`src/rtl/core/bkv_div.sv`:
```
// Bit-serial restoring divider, one quotient bit per cycle.
// Depends on nothing but its parameters.
module bkv_div #(
  parameter int unsigned NUM_W = 64,
  parameter int unsigned DEN_W = 48
) (
  input  logic             clk_i,
  input  logic             rst_ni,
  input  logic             start_i,
  input  logic [NUM_W-1:0] num_i,
  input  logic [DEN_W-1:0] den_i,
  output logic             done_o,
  output logic [NUM_W-1:0] quo_o
);

  localparam int unsigned CW = $clog2(NUM_W + 1);

  logic [NUM_W-1:0] sh_q;
  logic [DEN_W:0]   rem_q;
  logic [DEN_W-1:0] den_q;
  logic [CW-1:0]    cnt_q;
  logic             busy_q, done_q;
  logic [DEN_W:0]   trial;
  logic             ge;

  assign trial = {rem_q[DEN_W-1:0], sh_q[NUM_W-1]};
  assign ge    = trial >= {1'b0, den_q};

  always_ff @(posedge clk_i or negedge rst_ni) begin
    if (!rst_ni) begin
      busy_q <= 1'b0;
      done_q <= 1'b0;
      cnt_q  <= '0;
    end else begin
      done_q <= 1'b0;
      if (start_i) begin
        busy_q <= 1'b1;
        cnt_q  <= CW'(NUM_W);
      end else if (busy_q) begin
        cnt_q <= cnt_q - CW'(1);
        if (cnt_q == CW'(1)) begin
          busy_q <= 1'b0;
          done_q <= 1'b1;
        end
      end
    end
  end

  always_ff @(posedge clk_i) begin
    if (start_i) begin
      sh_q  <= num_i;
      rem_q <= '0;
      den_q <= den_i;
    end else if (busy_q) begin
      rem_q <= ge ? (trial - {1'b0, den_q}) : trial;
      sh_q  <= {sh_q[NUM_W-2:0], ge};
    end
  end

  assign done_o = done_q;
  assign quo_o  = sh_q;

endmodule

```
`config.mk`:
```
export PLATFORM = sky130hd
export DESIGN_NAME = bkv_div
export DESIGN_NICKNAME = d
export VERILOG_FILES = /design/src/rtl/core/bkv_div.sv
export SDC_FILE = /design/constraint.sdc
export NUM_CORES = 1
export LEC_CHECK = 0
export BUFFER_PORTS_ARGS = -buffer_cell sky130_fd_sc_hd__buf_2
export CAP_MARGIN = 0
export CORE_UTILIZATION = 62
export CTS_BUF_LIST = sky130_fd_sc_hd__clkbuf_4 sky130_fd_sc_hd__clkbuf_8
export DETAILED_ROUTE_END_ITERATION = 16
export GPL_TIMING_DRIVEN = 0
export PLACE_DENSITY = 0.95
export SKIP_LAST_GASP = 1
export SYNTH_ARGS = -nofsm -noshare
export SYNTH_HDL_FRONTEND = slang
export SYNTH_SLANG_ARGS = --single-unit
```
`constraint.sdc`:
```
create_clock -name clk_i -period 8.15 [get_ports clk_i]
set_input_delay 1.63 -clock clk_i [delete_from_list [all_inputs] [get_ports clk_i]]
set_output_delay 1.63 -clock clk_i [all_outputs]
set_load 0.01 [all_outputs]
```
==> metrics.md <==
| Metric | Value |
|---|---|
| Leak | `4.76 nW` |
| Final setup viols | `0` |
| Antenna violations before repair | `1` |
| Post-Layout Inst Area | `11000 sq um` |
| Total number of vias | `between 7000 and 8000` |
| Area grow syn2layout | `16.0%` |
| Largest net degree at the start of global routing | `50` |
| Worst vdd ir | `0.000215 V` |
| Dpl cell area | `10600 sq um` |
| Fin. Hold Viols | `0` |
| Post-cts resize count | `0` |
| Worst-Skew Late Latency | `0.47 ns` |
| Worst-Margin Slew | `1.13 ns` |
| Post-layout nets | `1265` |
| Die Y-Extent | `126 um` |
| Hold Crit Class | `reg2reg` |
| Top-area cell type share of the netlist area | `between 30 and 40%` |
| Fillcell total | `between 900 and 1000` |
| First-pass DRT Iterations | `5` |
| CP max FO | `49` |
| Setup crit end kind | `register` |
| First-pass GRT wire length | `between 30000 and 40000 um` |
| Tot Pwr | `3.45 mW` |
| Clock Skew | `0.0214 ns` |
| Hold buffers post-CTS | `0` |
| Share of cells above drive strength 1 | `26.6%` |
| Vias in the first global route | `7702` |
| Synth unique cells | `between 60 and 70` |
| # IOs | `180` |
| Post-synth EDFFs | `112` |
| Area occupied by multi-input gates | `about 4500 sq um` |
| Async set or reset register ratio after synthesis | `5.33%` |
| CP max stage delay | `around 0.84 ns` |
| Via/cell ratio | `5.97` |
| Root Buffer | `clkbuf_8` |
| Max-cap check violation count | `0` |
| Area of the die | `15800 sq um` |
| Syn Inst Count | `900` |
| Worst slack, placed | `about 3.6 ns` |
| RSZ-0062 raised after global routing | `false` |
| Worst Setup Slack, final | `4.07 ns` |
| Synth area leaders | `edfxtp_1 35%, dfxtp_1 10%, mux2_2 7.8%` |
| Synthesized area | `9490 sq um` |
| CP Cell Sequence | `buf_2 > clkbuf_1 > clkbuf_1 > clkbuf_1 > mux2_2` |
| Mean Syn Cell Area | `10.5 sq um` |
| Core footprint | `14800 sq um` |
| Number of I/O port buffers | `179` |
| Iter 0 DRT Violations | `between 500 and 600` |
| Syn nets | `~1100` |
| Met3 Use GR | `7.86%` |
| Required time of the critical path | `approximately 8.4 ns` |
| Headroom to the max-slew limit | `24.4%` |
| DRT antenna net count | `0` |
| Clk sink count | `approximately 170` |
| CTS Buf Count | `17` |
| Worst EP arrival | `roughly 4.3 ns` |
| Seq cells post-synth | `roughly 170` |
| Slowest cell on the critical path | `buf_2` |
| Setup TNS | `0 ns` |
| Sequential area share after synthesis | `47.9%` |
| Crit Path Class | `in2reg` |
| Buf/Inv on CP | `4` |
| H-tree depth | `4` |
| Clock Pin Slew Worst Setup and Hold Paths | `0.08 ns` |
| Top delay family on crit path | `buffers and inverters` |
| CTS tree | `done` |
| Fin. max-slew vios | `0` |
| Post-synth top flop | `edfxtp_1` |
| Status | `completed` |
| Gpl congestion | `approximately 0.94` |
| WL final | `~24000 um` |
| Most frequent CP cell | `clkbuf_1` |
| Power Density | `313 nW/um^2` |
| Row count | `44` |
| WL per Instance | `18.4 um` |
| GRT Overall Usage | `a little under a third` |
| Final period utilization | `50.1%` |
| Grt peak-use layer | `met2` |
| Synth Warn # | `0` |
| Register Area | `4550 sq um` |
| Critical Path Source Type | `input port` |
| Fraction of met1 tracks used by global routing | `36.7%` |
| Layout Utilization | `74.7%` |
| Max clock buf depth | `2` |
| Post-route minimum period | `~4.1 ns` |
| DRC | `0` |
| Yosys top cell by area | `edfxtp_1` |
| Dpl hpwl | `between 15000 and 20000 um` |
| Global route overflow | `0` |
| M2 GR Usage | `52.4%` |
| Starting Density | `64.3%` |
| Number of setup buffers added after CTS | `0` |
| Fmax | `0.245 GHz` |
| DIE WIDTH | `126 um` |
-- tightest hold or removal path, cell delays in order (launching register included) --
cell	delay, ns
dfxtp_1	0.33
nor2_1	0.09
a211oi_1	0.05
-- state kept, by name, summed over array words and instances, names as in the netlist --
register / count
done_o: 1
quo_o: 64
busy_q: 1
rem_q: 48
cnt_q: 7
den_q: 48
-- synthesized netlist by cell type, drive strengths merged, types with 2 or more instances --
library cell	instances
o21ai	57
o31ai	5
nand3	7
mux2i	27
dfrtp	9
xor2	22
o21a	3
a22o	6
buf	8
or3	2
nor2b	9
nor2	73
nor4	2
and2	3
a21o	16
a211o	2
edfxtp	112
a21boi	3
mux2	66
a211oi	32
a21oi	65
nand4b	2
o211ai	5
and3	5
o21bai	6
o221a	2
nand4	12
xnor2	28
o221ai	2
nor3	9
nand3b	2
clkbuf	31
inv	63
nand2	71
dfxtp	48
a31oi	8
ha	50
nand2b	9
-- layout make-up --
class                           count  area share, %
Tap cell                          184           2.09
Buffer                             39           1.62
Multi-Input combinational cell    629           41.1
Timing Repair Buffer              180           8.31
Inverter                           63           2.15
Antenna cell                        1         0.0227
Clock buffer                       21           2.40
Clock inverter                     11           1.00
Sequential cell                   169           41.3
-- layer usage --
layer | up-vias | wire length, um
li1 | 3661 | -
met5 | - | 0
met4 | 0 | 781
met2 | 352 | 11800
met3 | 61 | 1880
met1 | 3673 | 9330
-- kinds of logic (layout without fill, tap and decap cells) --
family	Yosys count	after routing	share of synthesized area [%]
adder cells (fa/ha/maj)	51	51	6.80
multiplexers	93	93	10.7
AND/OR/NAND/NOR	213	213	10.3
XOR/XNOR	50	50	4.61
flip-flops	169	169	47.9
other	0	1	0
buffers and inverters	102	314	4.38
AO/OA/AOI/OAI	222	222	15.4
-- through the flow --
stage | hold WS [ns] | cells
2_1_floorplan | 0.451 | 900
5_1_grt | 0.527 | 1297
3_3_place_gp | 0.472 | 1263
6_report | 0.508 | 1297
4_1_cts | 0.505 | 1296
3_5_place_dp | 0.493 | 1264
-- power breakdown --
| group | internal [mW] | total, mW | switching [mW] | leakage, nW |
|---|---|---|---|---|
| Sequential | 1.11 | 1.24 | 0.135 | 1.65 |
| Combinational | 0.692 | 1.63 | 0.938 | 2.93 |
| Clock | 0.259 | 0.573 | 0.313 | 0.186 |
-- final timing paths --
kind / start / slack, ns / cells past startpoint / end
setup / recovery: start_i / 4.07 / 5 / quo_o[60]$_DFFE_PP_
hold / removal: rem_q[16]$_SDFFE_PP0P_ / 0.51 / 2 / rem_q[16]$_SDFFE_PP0P_
setup reg to reg: quo_o[63]$_DFFE_PP_ / 4.27 / 13 / rem_q[46]$_SDFFE_PP0P_
hold reg to reg: rem_q[16]$_SDFFE_PP0P_ / 0.51 / 2 / rem_q[16]$_SDFFE_PP0P_
max in group asynchronous: rst_ni / 6.96 / 1 / cnt_q[1]$_DFFE_PN0P_
min in group asynchronous: rst_ni / 1.00 / 1 / cnt_q[5]$_DFFE_PN0P_
-- placed cells by master, fill, tap and decap left out, drive strengths merged, types with 7 or more instances in the layout --
cell	Yosys	layout
nor2	73	73
a31oi	8	8
edfxtp	112	112
xor2	22	22
a21oi	65	65
nor2b	9	9
a21o	16	16
a211oi	32	32
nand3	7	7
mux2i	27	27
clkbuf	31	52
inv	63	68
xnor2	28	28
nand2b	9	9
buf	8	188
nand4	12	12
ha	50	50
o21ai	57	57
dfrtp	9	9
nor3	9	9
nand2	71	71
mux2	66	66
dfxtp	48	48
Power figures use the tool's default switching activity.
