### src/rtl/core/bkv_pkg.sv
// Package for the knot vector builder: widths, defaults, register indexes, reset values, types.
// No dependencies; imported by bkv_len and the top module.
package bkv_pkg;

  localparam int unsigned COORD_W   = 32;   // Q15.16 coordinate
  localparam int unsigned LEN_W     = 48;   // running length
  localparam int unsigned ROOT_W    = 34;   // segment length from sqrt
  localparam int unsigned RAD_W     = 68;   // sum of three squares
  localparam int unsigned N_W       = 6;    // last_control_index
  localparam int unsigned P_W       = 3;    // degree
  localparam int unsigned KNOT_W    = 17;   // knot_value field
  localparam int unsigned CFG_IDX_W = 2;
  localparam int unsigned CFG_DAT_W = 6;
  localparam int unsigned BIN_DEPTH = 56;

  localparam int unsigned MAX_POINTS_DEF = 1024;
  localparam int unsigned MAX_KNOTS_DEF  = 64;
  localparam int unsigned FRAC_BITS_DEF  = 16;

  localparam logic [CFG_IDX_W-1:0] REG_LAST_CTRL = CFG_IDX_W'(0);
  localparam logic [CFG_IDX_W-1:0] REG_DEGREE    = CFG_IDX_W'(1);

  localparam logic [N_W-1:0] LAST_CTRL_RST = N_W'(3);
  localparam logic [P_W-1:0] DEGREE_RST    = P_W'(3);

  typedef logic [2:0][COORD_W-1:0] point_t;

  typedef enum logic [2:0] {
    LEN_IDLE,
    LEN_DIFF,
    LEN_MUL,
    LEN_ACC,
    LEN_ROOT
  } len_state_e;

  typedef enum logic [4:0] {
    ST_IDLE,
    ST_LEN,
    ST_STORE,
    ST_CHECK,
    ST_BEND,
    ST_BEND_W,
    ST_RD,
    ST_U,
    ST_U_W,
    ST_MEAN,
    ST_MEAN_W,
    ST_NEXT_BIN,
    ST_EMIT,
    ST_KRD,
    ST_KACC,
    ST_KDIV,
    ST_PUSH
  } bkv_state_e;

endpackage

### src/rtl/core/bkv_len.sv
// Segment length unit: three squared deltas on one multiplier, then a
// two-bits-per-cycle integer square root. Depends on bkv_pkg.
module bkv_len (
  input  logic                      clk_i,
  input  logic                      rst_ni,
  input  logic                      start_i,
  input  bkv_pkg::point_t           cur_i,
  input  bkv_pkg::point_t           prev_i,
  output logic                      done_o,
  output logic [bkv_pkg::ROOT_W-1:0] len_o
);
  import bkv_pkg::*;

  localparam int unsigned REM_W = ROOT_W + 3;

  len_state_e          state_q, state_d;
  logic [1:0]          axis_q, axis_d;
  logic [5:0]          step_q, step_d;
  logic                done_q, done_d;
  logic [COORD_W-1:0]  d_q;
  logic [2*COORD_W-1:0] prod_q;
  logic [RAD_W-1:0]    acc_q;
  logic [REM_W-1:0]    rem_q;
  logic [ROOT_W-1:0]   root_q;

  logic [COORD_W:0]    diff;
  logic [REM_W-1:0]    rem_n, trial;
  logic                ge;

  assign diff  = {cur_i[axis_q][COORD_W-1], cur_i[axis_q]} -
                 {prev_i[axis_q][COORD_W-1], prev_i[axis_q]};
  assign rem_n = {rem_q[REM_W-3:0], acc_q[RAD_W-1 -: 2]};
  assign trial = REM_W'({root_q, 2'b01});
  assign ge    = rem_n >= trial;

  always_comb begin
    state_d = state_q;
    axis_d  = axis_q;
    step_d  = step_q;
    done_d  = 1'b0;
    case (state_q)
      LEN_IDLE: begin
        if (start_i) begin
          axis_d  = 2'd0;
          state_d = LEN_DIFF;
        end
      end
      LEN_DIFF: state_d = LEN_MUL;
      LEN_MUL:  state_d = LEN_ACC;
      LEN_ACC: begin
        if (axis_q == 2'd2) begin
          step_d  = 6'(ROOT_W);
          state_d = LEN_ROOT;
        end else begin
          axis_d  = axis_q + 2'd1;
          state_d = LEN_DIFF;
        end
      end
      LEN_ROOT: begin
        step_d = step_q - 6'd1;
        if (step_q == 6'd1) begin
          done_d  = 1'b1;
          state_d = LEN_IDLE;
        end
      end
      default: state_d = LEN_IDLE;
    endcase
  end

  always_ff @(posedge clk_i or negedge rst_ni) begin
    if (!rst_ni) begin
      state_q <= LEN_IDLE;
      axis_q  <= '0;
      step_q  <= '0;
      done_q  <= 1'b0;
    end else begin
      state_q <= state_d;
      axis_q  <= axis_d;
      step_q  <= step_d;
      done_q  <= done_d;
    end
  end

  always_ff @(posedge clk_i) begin
    case (state_q)
      LEN_IDLE: begin
        acc_q  <= '0;
        rem_q  <= '0;
        root_q <= '0;
      end
      LEN_DIFF: d_q <= diff[COORD_W] ? COORD_W'(-diff) : diff[COORD_W-1:0];
      LEN_MUL:  prod_q <= d_q * d_q;
      LEN_ACC:  acc_q <= acc_q + RAD_W'(prod_q);
      LEN_ROOT: begin
        acc_q  <= {acc_q[RAD_W-3:0], 2'b00};
        rem_q  <= ge ? (rem_n - trial) : rem_n;
        root_q <= {root_q[ROOT_W-2:0], ge};
      end
      default: ;
    endcase
  end

  assign done_o = done_q;
  assign len_o  = root_q;

endmodule

### config.mk
export PLATFORM = sky130hd
export DESIGN_NAME = bkv_len
export DESIGN_NICKNAME = d
export VERILOG_FILES = /design/src/rtl/core/bkv_pkg.sv /design/src/rtl/core/bkv_len.sv
export SDC_FILE = /design/constraint.sdc
export NUM_CORES = 2
export LEC_CHECK = 0
export BUFFER_PORTS_ARGS = -buffer_cell sky130_fd_sc_hd__buf_2
export CAP_MARGIN = 15
export CORE_MARGIN = 2
export CORE_UTILIZATION = 59
export DETAILED_ROUTE_END_ITERATION = 10
export GPL_TIMING_DRIVEN = 0
export PLACE_DENSITY = 0.8
export SYNTH_ARGS = -nofsm -noshare
export SYNTH_HDL_FRONTEND = slang
export SYNTH_SLANG_ARGS = --single-unit
### constraint.sdc
create_clock -name clk_i -period 7.4 [get_ports clk_i]
set_input_delay 1.11 -clock clk_i [delete_from_list [all_inputs] [get_ports clk_i]]
set_output_delay 1.11 -clock clk_i [all_outputs]
set_load 0.01 [all_outputs]
==> results by stage <==
Status:
- The run finished, with violations left.
- The checks that failed: setup timing.

Routing:
- The total routed wirelength is 153000 um.
- The number of search-and-repair iterations in the first detailed-routing pass is 6.
- The post-detailed-route via-to-cell ratio is approximately 6.
- After detailed routing, the number of remaining DRC violations is 0.
- The DRC marker count from the first detailed-route iteration is ~3500.
- The total number of vias is about 39000.
- After detailed routing, the average wire length per cell comes to around 23 um.
- The remaining antenna violation count is 0.

Placed design:
- The quantity of I/O buffers inserted on ports is 229.
- Routability-driven placement finished with a final weighted congestion of 1.05.
- The placed wire-length estimate after detailed placement is 122000 um.

Hold path:
- The path class of the tightest hold or removal check is primary input to asynchronous set/reset pin.

Setup path:
- Data arrives at the worst endpoint at 8830 ps.
- The worst setup path is of the flip-flop to flip-flop kind.
- Data on the critical path is required at its endpoint by 7730 ps.
- Tracing the worst setup path back leads to its startpoint at d_q[23].
- The worst setup path is captured at a flip-flop.
- On the critical path, the stage with the largest delay is an instance of fa_2.
- The most prevalent standard cell on the critical path is buf_4.
- In this run the worst path has a maximum fanout of 6.
- In this run the critical register-to-register path is launched from d_q[23].
- The largest stage delay on the critical path is roughly 620 ps.
- The worst setup path is launched from a flip-flop.

Synth:
- The number of different library cells used by synthesis comes to between 100 and 150.
- The synthesized design contains 232 enable-type register cells.
- The total of warnings raised by yosys is 0.
- Of all cell types, the one taking the most synthesized area is fa_1.
- The average instance area after synthesis is 9.29 um^2.
- The number of flip-flops and latches in the synthesized netlist is ~240.
- The net count after synthesis is roughly 6600.
- In the synthesized netlist the dominant register cell turns out to be edfxtp_1.
- The sequential area share after synthesis is 15.1%.
- Yosys attributes the largest share of cell area to fa_1 (33%), edfxtp_1 (15%), ha_1 (11%).
- The cell area after synthesis is 0.0480 mm^2.
- The portion of synthesized cell area occupied by the leading cell type is 33.1%.
- The proportion of register bits with asynchronous set or reset after synthesis is 4.92%.
- After technology mapping, the gate count stands at 5164.

Clocking:
- The number of buffers created by CTS is 30.
- The hold buffer count at CTS is 0.
- The clock input transition at the sequential cells of the worst setup and hold paths is 60 ps.
- In this run the number of H-tree levels came out at 1.
- The maximum root-to-sink buffer count is 3.
- The TritonCTS clock tree is done.
- The total number of clock tree sinks is 244.
- The tree is rooted in a clkbuf_16.
- The clock latency reported for the late side of the worst-skew pair is 590 ps.

GRT:
- The number of global-route vias before repair is 40700.
- The global-route wire length before repair is between 200000 and 250000 um.
- The number of antenna violations at the first check in global routing was 10.
- Summed over all layers, the global routing overflow is 0.
- Entering global routing, the biggest net connects 36 pins.
- For this run, the total global-route usage over all layers was measured as 37.1%.

Final layout:
- After filler insertion, the fill cell instance count of the layout stands at 6254.
- The share of layout cells above drive strength 1 is 14.3%.
- The area added between synthesis and finish is 14.0%.
- For this run, the post-layout net count is 6984.
- The core utilization of the finished layout is 67.9%.

Floorplanning:
- The initial core utilization is 59.6%.
- The width of the die is 289 um.
- The floorplan step set the die height to 289 um.
- The top-level I/O count is 230.
- The core box area is 0.0805 mm^2.
- The die area is 0.0836 mm^2.
- The initialized floorplan defines between 100 and 150 standard-cell rows.

STA:
- Setup violations remaining at the end of the flow were counted as 31.
- After layout, the minimum clock period comes to 8510 ps.
- The final count of hold timing violations is 0.
- The post-route clock period utilization is 115%.
- The count of pins over their slew limit is 0.
- The worst pin sits at a relative slew slack of 30.9%.
- On the final layout, the worst clock skew is 17.4 ps.
- Across all hold checks on the routed design, the worst slack comes to 425 ps.
- The fmax is ~120 MHz.
- Setup repair after global routing could not meet its margin everywhere.
- The slew at the pin closest to its max-slew limit is 1030 ps.
- Setup slack on the critical path of the routed design comes to -1110 ps.

Flow run:
- The tool flagged a number of max-cap violations equal to 0.
-- logic make-up after synthesis --
| kind of cell | share of synthesized area, % |
|---|---|
| adder cells (fa/ha/maj) | 44.4 |
| XOR/XNOR | 4.30 |
| AO/OA/AOI/OAI | 11.6 |
| buffers and inverters | 9.99 |
| multiplexers | 2.21 |
| flip-flops | 15.1 |
| AND/OR/NAND/NOR | 12.3 |
-- sequential cells by signal (all words and copies together), names as in the netlist --
register / flops
acc_q: 68
prod_q: 63
rem_q: 35
len_o: 34
d_q: 32
step_q: 6
state_q: 3
axis_q: 2
done_o: 1
-- through the flow --
| stage | cells | setup TNS [ps] | setup slack (ps) | area (um^2) |
|---|---|---|---|---|
| 4_1_cts | 6623 | -12150 | -990 | 54300 |
| 5_1_grt | 6645 | -21340 | -1240 | 54700 |
| 2_1_floorplan | 5164 | -791 | -273 | 48200 |
| 3_5_place_dp | 6465 | -64950 | -2290 | 50900 |
| 3_3_place_gp | 6453 | -171970 | -2280 | 50700 |
| 6_report | 6649 | -15750 | -1110 | 54700 |
-- worst max-delay path: cells and delay by family, from the launching register on --
family | cells | cell delay, ps
flops | 1 | 450
fa+ha+maj | 9 | 3830
buf+inv | 14 | 1500
simple gates | 3 | 580
xor+xnor | 1 | 100
compound gates | 8 | 1770
-- cells in the mapped netlist, types with 10 or more instances --
master    instances
edfxtp_1        232
and2_1          257
o21ai_1          19
nor2b_1          24
o21ai_0         189
dfrtp_1          12
a21oi_1         264
clkbuf_1        172
nor3_1           41
or2_2            14
a211oi_1         20
o31ai_1          19
nor2_1          249
buf_2            17
o21a_1           21
fa_1            793
o21bai_1         40
and3_1           19
xnor2_1         142
a21o_1          131
mux2i_1         101
nand4_1          39
inv_1          1054
xor2_1           88
o211ai_1         10
nand2b_1         21
nand2_1         456
a31oi_1          29
a31o_2           19
nand3_1          54
ha_1            434
-- layout make-up --
type | count | area, um^2 | area share [%]
Antenna cell | 6 | 15.0 | 0.0275
Buffer | 197 | 1750 | 3.20
Tap cell | 1060 | 1330 | 2.43
Multi-Input combinational cell | 3660 | 36900 | 67.5
Timing Repair Buffer | 374 | 2450 | 4.47
Sequential cell | 244 | 7270 | 13.3
Clock inverter | 18 | 195 | 0.357
Inverter | 1055 | 3970 | 7.26
Clock buffer | 35 | 779 | 1.43
-- layer usage --
| layer | GRT usage (%) | vias to the layer above | part of all wire [%] |
|---|---|---|---|
| met5 | 0 | - | 0.016 |
| met4 | 19.7 | 4 | 6.8 |
| met3 | 8.61 | 562 | 10 |
| met2 | 58.2 | 2097 | 45 |
| met1 | 48.1 | 19200 | 38 |
| li1 | - | 17300 | - |
-- worst paths after layout --
path                         endpoint  slack [ps]  cells after the start
setup / recovery           prod_q[56]       -1110                     35
hold / removal                 done_o         420                      1
setup reg to reg           prod_q[56]       -1110                     35
hold reg to reg             step_q[5]         530                      2
max in group asynchronous   step_q[3]        6690                      1
min in group clk_i          step_q[5]         530                      2
-- cell usage in the layout, fill, tap and decap left out, types with 23 or more instances in the layout --
cell type,instances
nor2b_1,23
o21ai_0,176
clkbuf_1,74
clkbuf_16,49
fa_2,23
nor2_1,241
and2_1,238
edfxtp_1,232
o21ai_1,24
nor3_1,41
buf_2,246
buf_4,124
xnor2_1,124
nand4_1,39
a21oi_1,243
fa_1,770
a21o_1,129
nand2_1,439
mux2i_1,101
a31oi_1,26
inv_1,1041
ha_1,405
clkbuf_8,39
o21bai_1,37
xor2_1,87
nand3_1,54
-- what timing repair did --
action,CTS,global route
resized for setup,354,70
pin swaps,73,33
buffers inserted,115,22
endpoints found under the setup margin,50,40
Power is not shown: default switching activity piles up to over one toggle a cycle in this logic, so the estimate is an artifact.
